`src/sv/ps2mct_pkg.sv`:
```
// Package for the PS/2 wheel-mouse packet cursor tracker.
// Holds the packet bit positions, register indexes, reset sizes and the packet phase type.
// No dependencies.
`default_nettype none

package ps2mct_pkg;

  localparam int COORD_BITS_DEF = 12;
  localparam int CFG_W          = 13;
  localparam int CFG_IDX_W      = 1;

  // head byte layout
  localparam int SYNC_POS  = 3;
  localparam int XSIGN_POS = 4;
  localparam int YSIGN_POS = 5;
  localparam int BTN_W     = 3;
  localparam int WHEEL_W   = 4;
  localparam int MOVE_W    = 9;

  localparam logic [CFG_W-1:0] WIDTH_RESET  = 13'd1024;
  localparam logic [CFG_W-1:0] HEIGHT_RESET = 13'd768;

  localparam logic [CFG_IDX_W-1:0] CFG_SCREEN_WIDTH  = 1'b0;
  localparam logic [CFG_IDX_W-1:0] CFG_SCREEN_HEIGHT = 1'b1;

  localparam logic ACT_RAW   = 1'b0;
  localparam logic ACT_EVENT = 1'b1;

  typedef enum logic [1:0] {
    PH_HEAD  = 2'd0,
    PH_XLOW  = 2'd1,
    PH_YLOW  = 2'd2,
    PH_WHEEL = 2'd3
  } phase_t;

endpackage

`default_nettype wire

```
`src/sv/ps2_mouse_packet_cursor_tracker.sv`:
```
// Requests pass the input register, then the result register; one request per cycle
// is taken while no result is blocked; bytes that end no packet produce no result.
// The decode, cursor add and clamp sit between the input register and the result register.
// Reset (synchronous, rst_n low): packet phase to head byte, buttons 0, cursor at half of
// the reset screen size (1024 x 768), clamped to the coordinate range; no clearing pass.
// Depends on ps2mct_pkg.
`default_nettype none

module ps2_mouse_packet_cursor_tracker #(
  parameter int COORD_BITS = ps2mct_pkg::COORD_BITS_DEF,
  localparam int OUT_W     = 2 * COORD_BITS + 25,
  localparam int OUT_TW    = ((OUT_W + 7) / 8) * 8
) (
  input  wire                                  clk,
  input  wire                                  rst_n,
  // in_tdata: rx_byte[7:0], event_status[15:8], event_dx[23:16], event_dy[31:24]
  input  wire                                  in_tvalid,
  output logic                                 in_tready,
  input  wire  [31:0]                          in_tdata,
  // in_tuser: action[0], from_aux[1]
  input  wire  [1:0]                           in_tuser,
  // out_tdata: cursor_x, cursor_y, button_bits[3], move_x[9], move_y[9], wheel[4], zero pad
  output logic                                 out_tvalid,
  input  wire                                  out_tready,
  output logic [OUT_TW-1:0]                    out_tdata,
  input  wire                                  cfg_we,
  input  wire  [ps2mct_pkg::CFG_IDX_W-1:0]     cfg_index,
  input  wire  [ps2mct_pkg::CFG_W-1:0]         cfg_wdata
);

  import ps2mct_pkg::*;

  localparam int CB = COORD_BITS;
  localparam int SW = (CB + 1 > CFG_W) ? CB + 1 : CFG_W;
  localparam logic [SW-1:0] LIMIT_EXT = SW'(1) << CB;
  localparam logic [SW-1:0] MASK_EXT  = LIMIT_EXT - SW'(1);
  localparam logic [SW-1:0] XR_EXT    = SW'(WIDTH_RESET >> 1);
  localparam logic [SW-1:0] YR_EXT    = SW'(HEIGHT_RESET >> 1);
  localparam logic [CB-1:0] POS_X_RST = (XR_EXT > MASK_EXT) ? MASK_EXT[CB-1:0] : XR_EXT[CB-1:0];
  localparam logic [CB-1:0] POS_Y_RST = (YR_EXT > MASK_EXT) ? MASK_EXT[CB-1:0] : YR_EXT[CB-1:0];

  // configuration
  logic [CFG_W-1:0] width_r, height_r;

  always_ff @(posedge clk) begin
    if (!rst_n) begin
      width_r  <= WIDTH_RESET;
      height_r <= HEIGHT_RESET;
    end else if (cfg_we) begin
      case (cfg_index)
        CFG_SCREEN_WIDTH:  width_r  <= cfg_wdata;
        CFG_SCREEN_HEIGHT: height_r <= cfg_wdata;
        default: ;
      endcase
    end
  end

  // input register
  logic        in_valid_r;
  logic        act_r, aux_r;
  logic [7:0]  rx_r, ev_status_r, ev_dx_r, ev_dy_r;
  logic        adv;

  assign adv       = in_valid_r && (!out_tvalid || out_tready);
  assign in_tready = !in_valid_r || adv;

  always_ff @(posedge clk) begin
    if (!rst_n) begin
      in_valid_r <= 1'b0;
    end else if (in_tready) begin
      in_valid_r <= in_tvalid;
    end
  end

  always_ff @(posedge clk) begin
    if (in_tready && in_tvalid) begin
      rx_r        <= in_tdata[7:0];
      ev_status_r <= in_tdata[15:8];
      ev_dx_r     <= in_tdata[23:16];
      ev_dy_r     <= in_tdata[31:24];
      act_r       <= in_tuser[0];
      aux_r       <= in_tuser[1];
    end
  end

  // packet state
  phase_t           phase_r, phase_nxt;
  logic [7:0]       head_r, x_low_r, y_low_r;
  logic [BTN_W-1:0] btn_r;
  logic [CB-1:0]    pos_x_r, pos_y_r;

  logic             raw_take;
  assign raw_take = adv && (act_r == ACT_RAW) && aux_r;

  always_comb begin
    phase_nxt = phase_r;
    if (raw_take) begin
      case (phase_r)
        PH_HEAD:  phase_nxt = rx_r[SYNC_POS] ? PH_XLOW : PH_HEAD;
        PH_XLOW:  phase_nxt = PH_YLOW;
        PH_YLOW:  phase_nxt = PH_WHEEL;
        PH_WHEEL: phase_nxt = PH_HEAD;
        default:  phase_nxt = PH_HEAD;
      endcase
    end
  end

  // result selection
  logic               emit;
  logic [7:0]         sel_status, sel_dx, sel_dy;
  logic [WHEEL_W-1:0] sel_wheel;
  logic [BTN_W-1:0]   sel_btn;

  always_comb begin
    emit       = 1'b0;
    sel_status = ev_status_r;
    sel_dx     = ev_dx_r;
    sel_dy     = ev_dy_r;
    sel_wheel  = '0;
    sel_btn    = btn_r;
    if (adv) begin
      if (act_r == ACT_EVENT) begin
        emit = 1'b1;
      end else if (aux_r && phase_r == PH_WHEEL) begin
        emit       = 1'b1;
        sel_status = head_r;
        sel_dx     = x_low_r;
        sel_dy     = y_low_r;
        sel_wheel  = rx_r[WHEEL_W-1:0];
        sel_btn    = head_r[BTN_W-1:0];
      end
    end
  end

  // screen limits: zero acts as one, oversize acts as the full coordinate range
  logic [CB-1:0] top_x, top_y;
  logic [SW-1:0] w_ext, h_ext, w_m1, h_m1;

  always_comb begin
    w_ext = SW'(width_r);
    h_ext = SW'(height_r);
    w_m1  = w_ext - SW'(1);
    h_m1  = h_ext - SW'(1);
    if (w_ext == '0)            top_x = '0;
    else if (w_ext > LIMIT_EXT) top_x = '1;
    else                        top_x = w_m1[CB-1:0];
    if (h_ext == '0)            top_y = '0;
    else if (h_ext > LIMIT_EXT) top_y = '1;
    else                        top_y = h_m1[CB-1:0];
  end

  // cursor move and clamp
  logic signed [MOVE_W-1:0] mx, my;
  logic signed [CB+1:0]     sx, sy;
  logic [CB-1:0]            new_x, new_y;

  always_comb begin
    mx = $signed({sel_status[XSIGN_POS], sel_dx});
    my = $signed({sel_status[YSIGN_POS], sel_dy});
    sx = $signed({2'b00, pos_x_r}) + $signed({{(CB - 7){mx[MOVE_W-1]}}, mx});
    sy = $signed({2'b00, pos_y_r}) - $signed({{(CB - 7){my[MOVE_W-1]}}, my});
    if (sx[CB+1])                    new_x = '0;
    else if (sx[CB:0] > {1'b0, top_x}) new_x = top_x;
    else                             new_x = sx[CB-1:0];
    if (sy[CB+1])                    new_y = '0;
    else if (sy[CB:0] > {1'b0, top_y}) new_y = top_y;
    else                             new_y = sy[CB-1:0];
  end

  always_ff @(posedge clk) begin
    if (!rst_n) begin
      phase_r <= PH_HEAD;
      head_r  <= '0;
      x_low_r <= '0;
      y_low_r <= '0;
      btn_r   <= '0;
      pos_x_r <= POS_X_RST;
      pos_y_r <= POS_Y_RST;
    end else begin
      phase_r <= phase_nxt;
      if (raw_take) begin
        case (phase_r)
          PH_HEAD:  if (rx_r[SYNC_POS]) head_r <= rx_r;
          PH_XLOW:  x_low_r <= rx_r;
          PH_YLOW:  y_low_r <= rx_r;
          default:  ;
        endcase
      end
      if (emit) begin
        btn_r   <= sel_btn;
        pos_x_r <= new_x;
        pos_y_r <= new_y;
      end
    end
  end

  // result register
  always_ff @(posedge clk) begin
    if (!rst_n) begin
      out_tvalid <= 1'b0;
    end else if (emit) begin
      out_tvalid <= 1'b1;
    end else if (out_tready) begin
      out_tvalid <= 1'b0;
    end
  end

  always_ff @(posedge clk) begin
    if (emit) begin
      out_tdata <= OUT_TW'({sel_wheel, my, mx, sel_btn, new_y, new_x});
    end
  end

  // checks
  a_stall_cause: assert property (@(posedge clk) disable iff (!rst_n)
    !in_tready |-> (in_valid_r && out_tvalid && !out_tready))
    else $error("input stalled without a blocked result");

  a_rose_from_emit: assert property (@(posedge clk) disable iff (!rst_n)
    $rose(out_tvalid) |-> $past(emit))
    else $error("result appeared without a processed request");

  a_event_wheel: assert property (@(posedge clk) disable iff (!rst_n)
    (adv && act_r == ACT_EVENT) |=> (out_tvalid && out_tdata[OUT_W-1 -: WHEEL_W] == '0))
    else $error("direct event result carries a wheel count");

  a_packet_wrap: assert property (@(posedge clk) disable iff (!rst_n)
    (raw_take && phase_r == PH_WHEEL) |=> (phase_r == PH_HEAD && out_tvalid))
    else $error("fourth byte did not close the packet");

  a_event_phase: assert property (@(posedge clk) disable iff (!rst_n)
    (adv && act_r == ACT_EVENT) |=> $stable(phase_r))
    else $error("direct event disturbed packet phase");

endmodule

`default_nettype wire
```
`config.mk`:
```
export PLATFORM = sky130hd
export DESIGN_NAME = ps2_mouse_packet_cursor_tracker
export DESIGN_NICKNAME = d
export VERILOG_FILES = /design/src/sv/ps2mct_pkg.sv /design/src/sv/ps2_mouse_packet_cursor_tracker.sv
export SDC_FILE = /design/constraint.sdc
export NUM_CORES = 1
export LEC_CHECK = 0
export BUFFER_PORTS_ARGS = -buffer_cell sky130_fd_sc_hd__buf_2
export CORE_ASPECT_RATIO = 1.4
export CORE_MARGIN = 2
export CORE_UTILIZATION = 36
export CTS_CLUSTER_SIZE = 14
export DETAILED_ROUTE_END_ITERATION = 6
export HOLD_SLACK_MARGIN = 0.06
export PLACE_DENSITY = 0.66
export SLEW_MARGIN = 20
export SYNTH_ARGS = -nofsm -noshare
export SYNTH_HDL_FRONTEND = slang
export SYNTH_SLANG_ARGS = --single-unit
```
`constraint.sdc`:
```
create_clock -name clk -period 7.1 [get_ports clk]
set_input_delay 1.42 -clock clk [delete_from_list [all_inputs] [get_ports clk]]
set_output_delay 1.42 -clock clk [all_outputs]
set_load 0.01 [all_outputs]
```
==> results.md, run 1 <==
- Total Routing Usage GR: 16.20%
- Fin. Hold Viols: 0
- CTS sink count: about 160
- Worst setup margin: approximately 0.99 ns
- Max Cap Viol: 0
- Final Wtd Congestion: roughly 0.92
- Measured slew at the worst slew-check pin: between 1 and 1.5 ns
- Pre-CTS setup slack: 0.5693 ns
- Die width: 134.9 um
- Final setup TNS: 0 ns
- Worst Hold Path EP: pos_x_r[8]$_SDFFE_PN0P_
- Clk slew on worst S/H paths: about 0.060 ns
- Worst Hold Class: flop to flop
- Drt via density: approximately 5.0
- R2R Setup Slk: between 1 and 1.5 ns
- Layout cells sized above 1: 18.27%
- CP Max Fanout: 23
- Critical path's largest stage delay: around 0.49 ns
- Overflow left after global routing: 0
- Core area: 23720 um2
- Total die area: 25260 um2
- Most common cell on crit path: mux2i_1
- DR WL/cell: about 15 um
- Commonest non-fill, non-tap cell in the layout: nand2_1
- Worst hold path cell count: 2
- Worst path slowest cell: fa_1
- Max-slew violation count: 0
- Wirelength, routed: ~20 mm
- Hold slack: approximately 0.47 ns
- Synth Instances: roughly 880
- Insertion delay to the later sink of the worst-skew pair: between 0.4 and 0.5 ns
- Distinct cells, synth: 70
- Critical path's top delay family: compound AO/OA/AOI/OAI gates
- Port Buf Inserts: a little under 100
- Synth area leaders: edfxtp_1, dfxtp_1, ha_1
- Worst relative slew slack: 27.13%
- CTS Buf Count: 17
- Die Y: between 150 and 200 um
- Area of the mapped netlist: around 8600 um2
- Highest Clock Rate: 163.5 MHz
- # setup viols final: 0
- Most frequent cells in the layout: nand2_1, buf_2, dfxtp_1
- CP Buf/Inv Count: 5
- Layout Cells excl Fill: ~1.3k
- Root buffer cell: clkbuf_16
- I/O pin total: 111
- Top cell type's share of synthesized area: approximately 27%
- Antenna violations before repair: 0
- Setup Skew: approximately 0.024 ns
- Crit path cell chain: buf_2 -> nor2b_2 -> nor3_4 -> buf_4 -> mux2i_1 -> inv_1 -> fa_1 -> nor2_1 -> o21ai_0 -> nand3_1 -> a311oi_1 -> a21oi_1 -> mux2i_1 -> o211a_1 -> inv_1 -> ha_1 -> and2_1 -> a221oi_1 -> o211ai_1 -> a22oi_2 -> buf_4 -> mux2i_1 -> nor2_1
- Required time worst endpoint: ~7.3 ns
- EDFF count, synth: 77
- Seq/Total Area, Yosys: between 40 and 50%
- Post-DP HPWL: 14.86 mm
- Synth-to-Final Area Change: 16.23%
- Critical R2R Capture: out_tdata[12]$_DFFE_PP_
- Detailed-route DRC error count: 0
- Number of global-route vias before repair: 6439
- Fillers: 2307
- Synth Warn #: 0
- CP Class: input pin to flop
- Crit path launch type: input pin
- RSZ-0062 raised after global routing: false
- Hold Path Origin: pos_x_r[8]$_SDFFE_PN0P_
- Post-CTS sizing: 0
- Mean Syn Cell Area: about 9.8 um2
- Cts hold-fix bufs: 0
- # placed instances: approximately 1.3k
- N_diodes: 0
- # rows: 67
- Maximum VDD drop: between 0.15 and 0.2 mV
- Final Net Count: 1085
- DR pass1 iterations: 5
- Synth Flop Type: dfxtp_1
- Synth area leader: edfxtp_1
- R2R cell count: 23
- Post-CTS Setup Repair Bufs: 0
- Pwr Total: ~2400 uW
- Element type at the critical path end: flop
- Initial core utilization: 36.40%
- Final Cycle Share: between 80 and 90%
- PwrDens: 240.0 nW/um2
- Status: finished, final reports clean
- Vias: roughly 6.5k
- Synth async-reset ratio: 0%
- CTS max path bufs: 2
- Critical path arrival: 6.28 ns
- Pin count of the biggest net entering global routing: 60
- H-Tree Depth: 4
- Post-route minimum period: approximately 6 ns
- First-pass GRT wire length: 32.03 mm
- Post-route ant nets: 0
- CTS tree: yes
- Pleak: about 0.0042 uW
- DRT iter0 DRCs: 349
- #FFs+latches synth: approximately 160
- RR Startpoint: phase_r[0]$_SDFFE_PN0P_
## worst max path at each step
stage,cells past startpoint,end,slack [ns],from
after floorplan,23,out_tdata[12]$_DFFE_PP_,0.77,out_tready
after global placement,23,pos_y_r[1]$_SDFFE_PN0P_,0.63,out_tready
after detailed placement,23,pos_y_r[1]$_SDFFE_PN0P_,0.57,out_tready
after CTS,23,pos_y_r[1]$_SDFFE_PN0P_,1.01,out_tready
after global routing,23,out_tdata[12]$_DFFE_PP_,0.75,out_tready
final,23,out_tdata[12]$_DFFE_PP_,0.99,out_tready
## power by group
| part | switching (uW) | total (uW) | internal, uW |
|---|---|---|---|
| logic | 281 | 483 | 201 |
| registers | 25.0 | 1010 | 985 |
| clock network | 383 | 916 | 534 |
| total | 689 | 2410 | 1720 |
## synthesized netlist by cell type, types with 2 or more instances
library cell and n:
nand2_1 126, o211ai_1 3, dfxtp_1 78, inv_1 55
a21oi_1 26, o31ai_1 11, fa_1 2, buf_4 8
nand3_1 28, nand3b_1 3, and3b_1 2, nor2b_1 13
buf_2 3, clkbuf_1 24, a21boi_0 41, o21bai_1 2
nor2_1 71, nand2b_1 8, a211o_1 2, a211oi_1 2
mux2i_1 35, edfxtp_1 77, o21ai_0 27, o21a_1 7
a21o_1 14, o31ai_2 11, a31oi_1 2, o211a_1 3
mux2_2 17, xnor2_1 24, buf_1 3, nor4_1 8
xor2_1 16, and2_1 15, nor3_1 9, o311ai_1 2
nor3b_1 2, nand4_1 5, o311ai_0 2, ha_1 58
or3_1 3, and3_1 3
## final cells by class
cell class,instances,area (um2),share of cell area [%]
sequential,155,3874,38.60
multi-input combinational,636,4414,43.98
timing repair buffer,107,560.5,5.585
clock inverter,14,153.9,1.533
inverter,55,206.4,2.057
clock buffer,18,439.2,4.376
tap,310,387.9,3.865
## per-layer routing
metal / global-route usage, % / part of all wire [%]
met1: 17.81 / 41
met2: 29.56 / 53
met3: 2.737 / 2.9
met4: 8.097 / 3.4
met5: 0 / 0
## through the flow
stage / instance area [um2] / util, %
3_5_place_dp: 9432 / 39.76
4_1_cts: 10020 / 42.26
2_1_floorplan: 8657 / -
5_1_grt: 10040 / 42.30
6_report: 10040 / 42.30
3_3_place_gp: 9432 / 39.76
## state kept, by name (all words and copies together), names as in the netlist
register / count
btn_r: 3
pos_y_r: 12
aux_r: 1
y_low_r: 8
ev_dx_r: 8
pos_x_r: 12
out_tvalid: 1
ev_dy_r: 8
ev_status_r: 2
w_ext: 13
act_r: 1
rx_r: 8
h_ext: 13
out_tdata: 49
x_low_r: 8
head_r: 5
phase_r: 2
in_valid_r: 1
## worst register-to-register path, stage by stage, from the launching register on
cell	delay, ns
dfxtp_1	0.39
ha_1	0.21
nand2_1	0.15
nor3_4	0.22
buf_4	0.37
mux2i_1	0.29
inv_1	0.13
fa_1	0.49
nor2_1	0.17
o21ai_0	0.10
nand3_1	0.12
a311oi_1	0.17
a21oi_1	0.38
mux2i_1	0.22
o211a_1	0.19
inv_1	0.05
ha_1	0.25
and2_1	0.15
a221oi_1	0.41
o211ai_1	0.17
a22oi_2	0.23
buf_4	0.21
mux2i_1	0.35
nor2_1	0.08
## kinds of logic (layout without fill, tap and decap cells)
logic type / count (synthesis) / in the layout / share of synthesized area, %
xor+xnor: 41 / 41 / 4.246
compound gates: 169 / 169 / 14.58
flops: 155 / 155 / 44.86
buf+inv: 94 / 194 / 4.565
simple gates: 306 / 306 / 16.45
fa+ha+maj: 61 / 61 / 8.984
mux: 52 / 52 / 6.274
other cells: 1 / 7 / 0.04343
Note: power is estimated with default switching activity, not from simulation.
==> inputs of run 2 (changes only) <==
Settings changed: CORE_MARGIN 2 to not set, CORE_UTILIZATION 36 to 34, PLACE_DENSITY 0.66 to 0.64.
==> run 2 against run 1 <==
  * First-iteration DRC count fell by 15%
  * Combinational power hardly changed
  * Cell count rose by 0.46%
  * Global-route usage about the same
  * Clock power is essentially flat
==> results.md, run 2 (synthesis gave the netlist of run 1 again) <==
- Status: finished, final reports clean (unchanged)
- First-pass GRT wire length: 31.78 mm (was 32.03 mm)
- Die width: 136.7 um (was 134.9 um)
- Total Routing Usage GR: 16.22% (was 16.20%)
- Vias: 6425 (was 6452)
- Critical path's top delay family: compound AO/OA/AOI/OAI gates (unchanged)
- Worst Hold Class: flop to flop (unchanged)
- Pre-CTS setup slack: 0.6770 ns (was 0.5693 ns)
- Worst path slowest cell: fa_1 (unchanged)
- Final setup TNS: 0 ns (unchanged)
- Dpl cell area: 9438 um2 (was 9432 um2)
- Initial core utilization: 34.87% (was 36.40%)
- DR pass1 iterations: 4 (was 5)
- CP Class: input pin to flop (unchanged)
- CTS tree: yes (unchanged)
- Commonest non-fill, non-tap cell in the layout: nand2_1 (unchanged)
- Measured slew at the worst slew-check pin: 1.074 ns (was 1.090 ns)
- # setup viols final: 0 (unchanged)
- Final Net Count: 1085 (unchanged)
- Core area: 24760 um2 (was 23720 um2)
- Maximum VDD drop: 0.1781 mV (was 0.1915 mV)
- Drt via density: 4.939 (was 4.982)
- CTS sink count: 155 (unchanged)
- Synth-to-Final Area Change: 16.33% (was 16.23%)
- Worst relative slew slack: 28.24% (was 27.13%)
- Post-DP HPWL: 15.23 mm (was 14.86 mm)
- Post-route ant nets: 0 (unchanged)
- Root buffer cell: clkbuf_16 (unchanged)
- RSZ-0062 raised after global routing: false (unchanged)
- I/O pin total: 111 (unchanged)
- Die Y: 190.6 um (was 187.2 um)
- Clk slew on worst S/H paths: 0.07 ns (was 0.06 ns)
- Max reg flops: 49 (unchanged)
- Final Wtd Congestion: 0.8855 (was 0.9182)
- CTS max path bufs: 2 (unchanged)
- Final Cycle Share: 83.39% (was 86.12%)
- Max Cap Viol: 0 (unchanged)
- Total die area: 26050 um2 (was 25260 um2)
- Most frequent cells in the layout: nand2_1, buf_2, dfxtp_1 (unchanged)
- Required time worst endpoint: 7.44 ns (was 7.26 ns)
- Antenna violations before repair: 1 (was 0)
- Wirelength, routed: 20.36 mm (was 19.92 mm)
- Cts hold-fix bufs: 0 (unchanged)
- Crit path launch type: input pin (unchanged)
- Post-route cell area: 10040 um2 (about the same)
- Critical path arrival: 6.26 ns (was 6.28 ns)
- Highest Clock Rate: 168.9 MHz (was 163.5 MHz)
- Layout cells sized above 1: 18.38% (was 18.27%)
- Fin. Hold Viols: 0 (unchanged)
- CP Max Fanout: 14 (was 23)
- Hold slack: 0.4677 ns (was 0.4658 ns)
- Post-route minimum period: 5.921 ns (was 6.115 ns)
- Setup Skew: 0.007866 ns (was 0.02386 ns)
- DRT iter0 DRCs: 297 (was 349)
- Pleak: 0.004202 uW (was 0.004204 uW)
- CP Buf/Inv Count: 5 (unchanged)
- Port Buf Inserts: 97 (unchanged)
- Post-CTS sizing: 0 (unchanged)
- DR WL/cell: 15.65 um (was 15.38 um)
- Final core occ: 40.57% (was 42.30%)
- # rows: 68 (was 67)
- Post-CTS Setup Repair Bufs: 0 (unchanged)
- Element type at the critical path end: flop (unchanged)
- Overflow left after global routing: 0 (unchanged)
- Pin count of the biggest net entering global routing: 60 (unchanged)
- Detailed-route DRC error count: 0 (unchanged)
- Most flop-heavy register: out_tdata (unchanged)
- Worst setup margin: 1.179 ns (was 0.9853 ns)
- Critical path's largest stage delay: 0.48 ns (was 0.49 ns)
- H-Tree Depth: 4 (unchanged)
- PwrDens: 239.9 nW/um2 (was 240.0 nW/um2)
- CTS Buf Count: 17 (unchanged)
- Number of global-route vias before repair: 6243 (was 6439)
- Crit path cell chain: buf_2 -> nor2b_2 -> nor3_4 -> buf_4 -> mux2i_1 -> inv_1 -> fa_1 -> nor2_1 -> o21ai_0 -> nand3_1 -> a311oi_1 -> a21oi_1 -> mux2i_1 -> o211a_1 -> inv_1 -> ha_1 -> and2_1 -> a221oi_1 -> o211ai_1 -> a22oi_2 -> buf_4 -> mux2_2 -> o31ai_2 (was buf_2 -> nor2b_2 -> nor3_4 -> buf_4 -> mux2i_1 -> inv_1 -> fa_1 -> nor2_1 -> o21ai_0 -> nand3_1 -> a311oi_1 -> a21oi_1 -> mux2i_1 -> o211a_1 -> inv_1 -> ha_1 -> and2_1 -> a221oi_1 -> o211ai_1 -> a22oi_2 -> buf_4 -> mux2i_1 -> nor2_1)
- Insertion delay to the later sink of the worst-skew pair: 0.43 ns (was 0.44 ns)
- Max-slew violation count: 0 (unchanged)
-- run 2: cell count changes in the layout (fill, tap and decap cells not counted) --
cell        delta
clkbuf_16      +1
diode_2        +1
clkinvlp_4     +1
clkbuf_8       -1
clkinv_1       -1
bufinv_16      -1
clkinv_8       +2
xnor2_2        +1
xnor2_4        -1
inv_4          -1
-- run 2: path summary, 6_finish.rpt --
kind                            cells past startpoint  slack (ns)                    start                       to
worst max register to register                     23        1.57  phase_r[1]$_SDFFE_PN0P_  pos_y_r[1]$_SDFFE_PN0P_
worst max-delay path                               23        1.18               out_tready  pos_y_r[1]$_SDFFE_PN0P_
worst min-delay path                                2        0.47  pos_x_r[6]$_SDFFE_PN0P_  pos_x_r[6]$_SDFFE_PN0P_
worst min register to register                      2        0.47  pos_x_r[6]$_SDFFE_PN0P_  pos_x_r[6]$_SDFFE_PN0P_
-- run 2: area by class of cell --
type                            count  area (um2)
Timing Repair Buffer              107       560.5
Sequential cell                   155        3874
Antenna cell                        1       2.502
Tap cell                          315       394.1
Clock buffer                       18       450.4
Fill cell                        2402       14710
Multi-Input combinational cell    636        4403
Clock inverter                     14       153.9
Inverter                           55       206.4
-- run 2: per-layer routing --
layer	routed length (um)	share of wire [%]	up-vias	global-route usage, %
met2	10730	53	131	29.25
met1	8315	41	3003	17.70
li1	-	-	3252	-
met3	627	3.1	39	2.951
met4	687	3.4	0	8.718
met5	0	0	-	0
-- run 2: power by group --
part / switching, uW / total (uW) / internal (uW)
clock network: 401 / 918 / 517
registers: 24.7 / 1010 / 984
logic: 284 / 483 / 199
-- run 2: worst reg2reg max path, delay by kind of cell, from the launching register on --
| family | cells | cell delay [ns] |
|---|---|---|
| multiplexers | 3 | 0.95 |
| AO/OA/AOI/OAI | 8 | 1.68 |
| AND/OR/NAND/NOR | 5 | 0.81 |
| flip-flops | 1 | 0.39 |
| adder cells (fa/ha/maj) | 3 | 0.93 |
| buffers and inverters | 4 | 0.65 |
-- run 2: through the flow --
step / instances / total power [uW]
CTS: 1300 / 2439
global placement: 1268 / 1506
finish: 1301 / 2410
detailed placement: 1268 / 1512
global route: 1300 / 2531
floorplan: 885 / 1381
==> inputs of run 3 (changes only) <==
Settings changed: PLACE_DENSITY 0.64 to 0.65.
Clock period 7.1 ns to 5.08 ns, I/O delays scaled along.
==> run 3 against run 2 <==
  * The run now ends with negative setup slack left
  * First-iteration DRC count shrank 2.4%
  * Non-clock buffer count grew 75
  * Core utilization grew 4.0 points
  * Cell count grew 5.7%
  * Hold slack lost 0.0041 ns
  * Cell area grew 10%
  * Global-route usage grew 0.33 points
  * Flip-flop and latch count is the same
  * Register-to-register slack lost 1.5 ns
  * Clock skew grew 0.0030 ns
  * Wire length grew 4.2%
  * Sequential power grew 40%
  * Largest cell class unchanged
==> results.md, run 3 (synthesis gave the netlist of run 1 again) <==
- Status: finished, violations left (was finished, final reports clean)
- Maximum VDD drop: 0.2600 mV (was 0.1781 mV)
- Final Net Count: 1160 (was 1085)
- Clk slew on worst S/H paths: 0.07 ns (about the same)
- Die Y: 190.6 um (unchanged)
- Pwr Total: 3610 uW (was 2410 uW)
- Final setup TNS: -0.2123 ns (was 0 ns)
- Highest Clock Rate: about 200 MHz
- Max Cap Viol: 0 (unchanged)
- Initial core utilization: 34.87% (unchanged)
- Cts hold-fix bufs: 0 (unchanged)
- Most flop-heavy register: out_tdata (unchanged)
- Worst Hold Class: flop to flop (unchanged)
- I/O pin total: 111 (unchanged)
- Crit path launch type: input pin (unchanged)
- Critical path origin: out_tready (unchanged)
- Post-DP HPWL: 15.75 mm (was 15.23 mm)
- DR pass1 iterations: 4 (unchanged)
- Total die area: 26050 um2 (unchanged)
- Number of global-route vias before repair: 6510 (was 6243)
- # setup viols final: 12 (was 0)
- Root buffer cell: clkbuf_16 (unchanged)
- Pin count of the biggest net entering global routing: 50 (was 60)
- CTS tree: yes (unchanged)
- CTS max path bufs: 2 (unchanged)
- Vias: 6772 (was 6425)
- Insertion delay to the later sink of the worst-skew pair: 0.43 ns (about the same)
- RR Startpoint: phase_r[0]$_SDFFE_PN0P_ (was phase_r[1]$_SDFFE_PN0P_)
- Port Buf Inserts: 97 (unchanged)
- Pleak: 0.004687 uW (was 0.004202 uW)
- CP Class: input pin to flop (unchanged)
- Required time worst endpoint: 5.22 ns (was 7.44 ns)
- Violated checks: negative setup slack
- Hold slack: 0.4636 ns (was 0.4677 ns)
- Element type at the critical path end: flop (unchanged)
- H-Tree Depth: 4 (unchanged)
- RSZ-0062 raised after global routing: true (was false)
- Layout cells sized above 1: 28.21% (was 18.38%)
- # rows: 68 (unchanged)
- DR WL/cell: 15.43 um (was 15.65 um)
- CTS sink count: 155 (unchanged)
- Most frequent cells in the layout: nand2_1, buf_2, edfxtp_1, buf_4, dfxtp_1 (was nand2_1, buf_2, dfxtp_1)
- Post-route minimum period: 5.125 ns
- Final core occ: 44.61% (was 40.57%)
- R2R cell count: 22 (was 23)
- Detailed-route DRC error count: 0 (unchanged)
- Fillers: 2369 (was 2402)
- DRT iter0 DRCs: 290 (was 297)
- Worst setup margin: -0.04525 ns (was 1.179 ns)
- PwrDens: 326.8 nW/um2 (was 239.9 nW/um2)
- Measured slew at the worst slew-check pin: 1.142 ns (was 1.074 ns)
- Commonest non-fill, non-tap cell in the layout: nand2_1 (unchanged)
- Antenna violations before repair: 0 (was 1)
- Max reg flops: 49 (unchanged)
- Fin. Hold Viols: 0 (unchanged)
- Post-route ant nets: 0 (unchanged)
- First-pass GRT wire length: 32.78 mm (was 31.78 mm)
- Synth-to-Final Area Change: 27.92% (was 16.33%)
- Worst relative slew slack: 23.65% (was 28.24%)
- Total Routing Usage GR: 16.55% (was 16.22%)
- Crit path capture: out_tdata[12]$_DFFE_PP_ (was pos_y_r[1]$_SDFFE_PN0P_)
- Critical R2R Capture: out_tdata[12]$_DFFE_PP_ (was pos_y_r[1]$_SDFFE_PN0P_)
- N_diodes: 0 (was 1)
- Core area: 24760 um2 (unchanged)
- Die width: 136.7 um (unchanged)
- Drt via density: 4.925 (was 4.939)
- Overflow left after global routing: 0 (unchanged)
- Setup Skew: 0.01082 ns (was 0.007866 ns)
- CP Max Fanout: 7 (was 14)
- Wirelength, routed: 21.21 mm (was 20.36 mm)
- R2R Setup Slk: 0.06 ns (was 1.57 ns)
- Max-slew violation count: 0 (unchanged)
- Final Wtd Congestion: 0.8780 (was 0.8855)
- Final Cycle Share: 100.9%
- CTS Buf Count: 17 (unchanged)
- Critical path arrival: 5.26 ns (was 6.26 ns)
run 3: changes by cell type in the layout (fill, tap and decap cells not counted), moves of 6 or more:
cell     change
mux2_4       +7
mux2_2       -7
mux2i_4      +8
mux2i_1     -14
buf_4       +67
mux2i_2      +6
buf_6        +7
run 3: worst min path at each step:
stage	cells after the start	from	end
floorplan	2	pos_x_r[0]$_SDFFE_PN0P_	pos_x_r[0]$_SDFFE_PN0P_
global placement	2	pos_x_r[6]$_SDFFE_PN0P_	pos_x_r[6]$_SDFFE_PN0P_
detailed placement	2	pos_x_r[0]$_SDFFE_PN0P_	pos_x_r[0]$_SDFFE_PN0P_
CTS	2	y_low_r[1]$_SDFFE_PN0P_	y_low_r[1]$_SDFFE_PN0P_
global route	2	x_low_r[3]$_SDFFE_PN0P_	x_low_r[3]$_SDFFE_PN0P_
finish	2	pos_x_r[4]$_SDFFE_PN0P_	pos_x_r[4]$_SDFFE_PN0P_
run 3: layout make-up:
type	count	area [um2]	share of cell area, %
clock buffer	19	464.2	4.203
timing repair buffer	182	1172	10.61
clock inverter	13	146.4	1.325
multi-input combinational	636	4786	43.33
sequential	155	3876	35.09
inverter	55	206.4	1.869
tap	315	394.1	3.568
run 3: report_power, final:
| part | internal, uW | leakage (uW) | total (uW) | switching [uW] |
|---|---|---|---|---|
| logic | 425 | 0.00302 | 897 | 472 |
| registers | 1380 | 0.00136 | 1410 | 35.7 |
| clock network | 740 | 0.000304 | 1300 | 562 |
run 3: stage by stage:
step / instance area [um2] / instances / setup WS [ns]
2_1_floorplan: 8795 / 885 / -0.1103
3_3_place_gp: 10080 / 1339 / -0.3677
3_5_place_dp: 10080 / 1339 / -0.4409
4_1_cts: 10700 / 1371 / 0.02560
5_1_grt: 11050 / 1375 / -0.2427
6_report: 11050 / 1375 / -0.04525
run 3: worst max-delay path: stages:
cell,delay (ns)
buf_8,0.08
nor2b_4,0.04
nor3_4,0.27
mux2_4,0.35
ha_4,0.17
fa_2,0.42
nor2_1,0.12
nand4_1,0.13
nand3_2,0.13
a311oi_4,0.11
a21oi_2,0.24
mux2i_1,0.22
o211a_1,0.19
inv_1,0.05
ha_1,0.28
and2_4,0.15
a221oi_4,0.30
o211ai_1,0.15
a22oi_2,0.27
buf_6,0.22
mux2i_4,0.27
nor2_1,0.07
run 3: what timing repair did:
action | CTS | global route
setup endpoints to repair | 5 | 48
cloned | 0 | 0
setup buffers | 0 | 4
pin swaps | 1 | 27
gates resized for setup | 4 | 55
run 3: per-layer routing:
layer / vias up / part of all wire (%) / GRT usage, %
met5: - / 0 / 0
met4: 0 / 2.3 / 6.624
met3: 26 / 2.6 / 2.844
met2: 110 / 54 / 30.30
met1: 3234 / 41 / 18.68
li1: 3402 / - / -
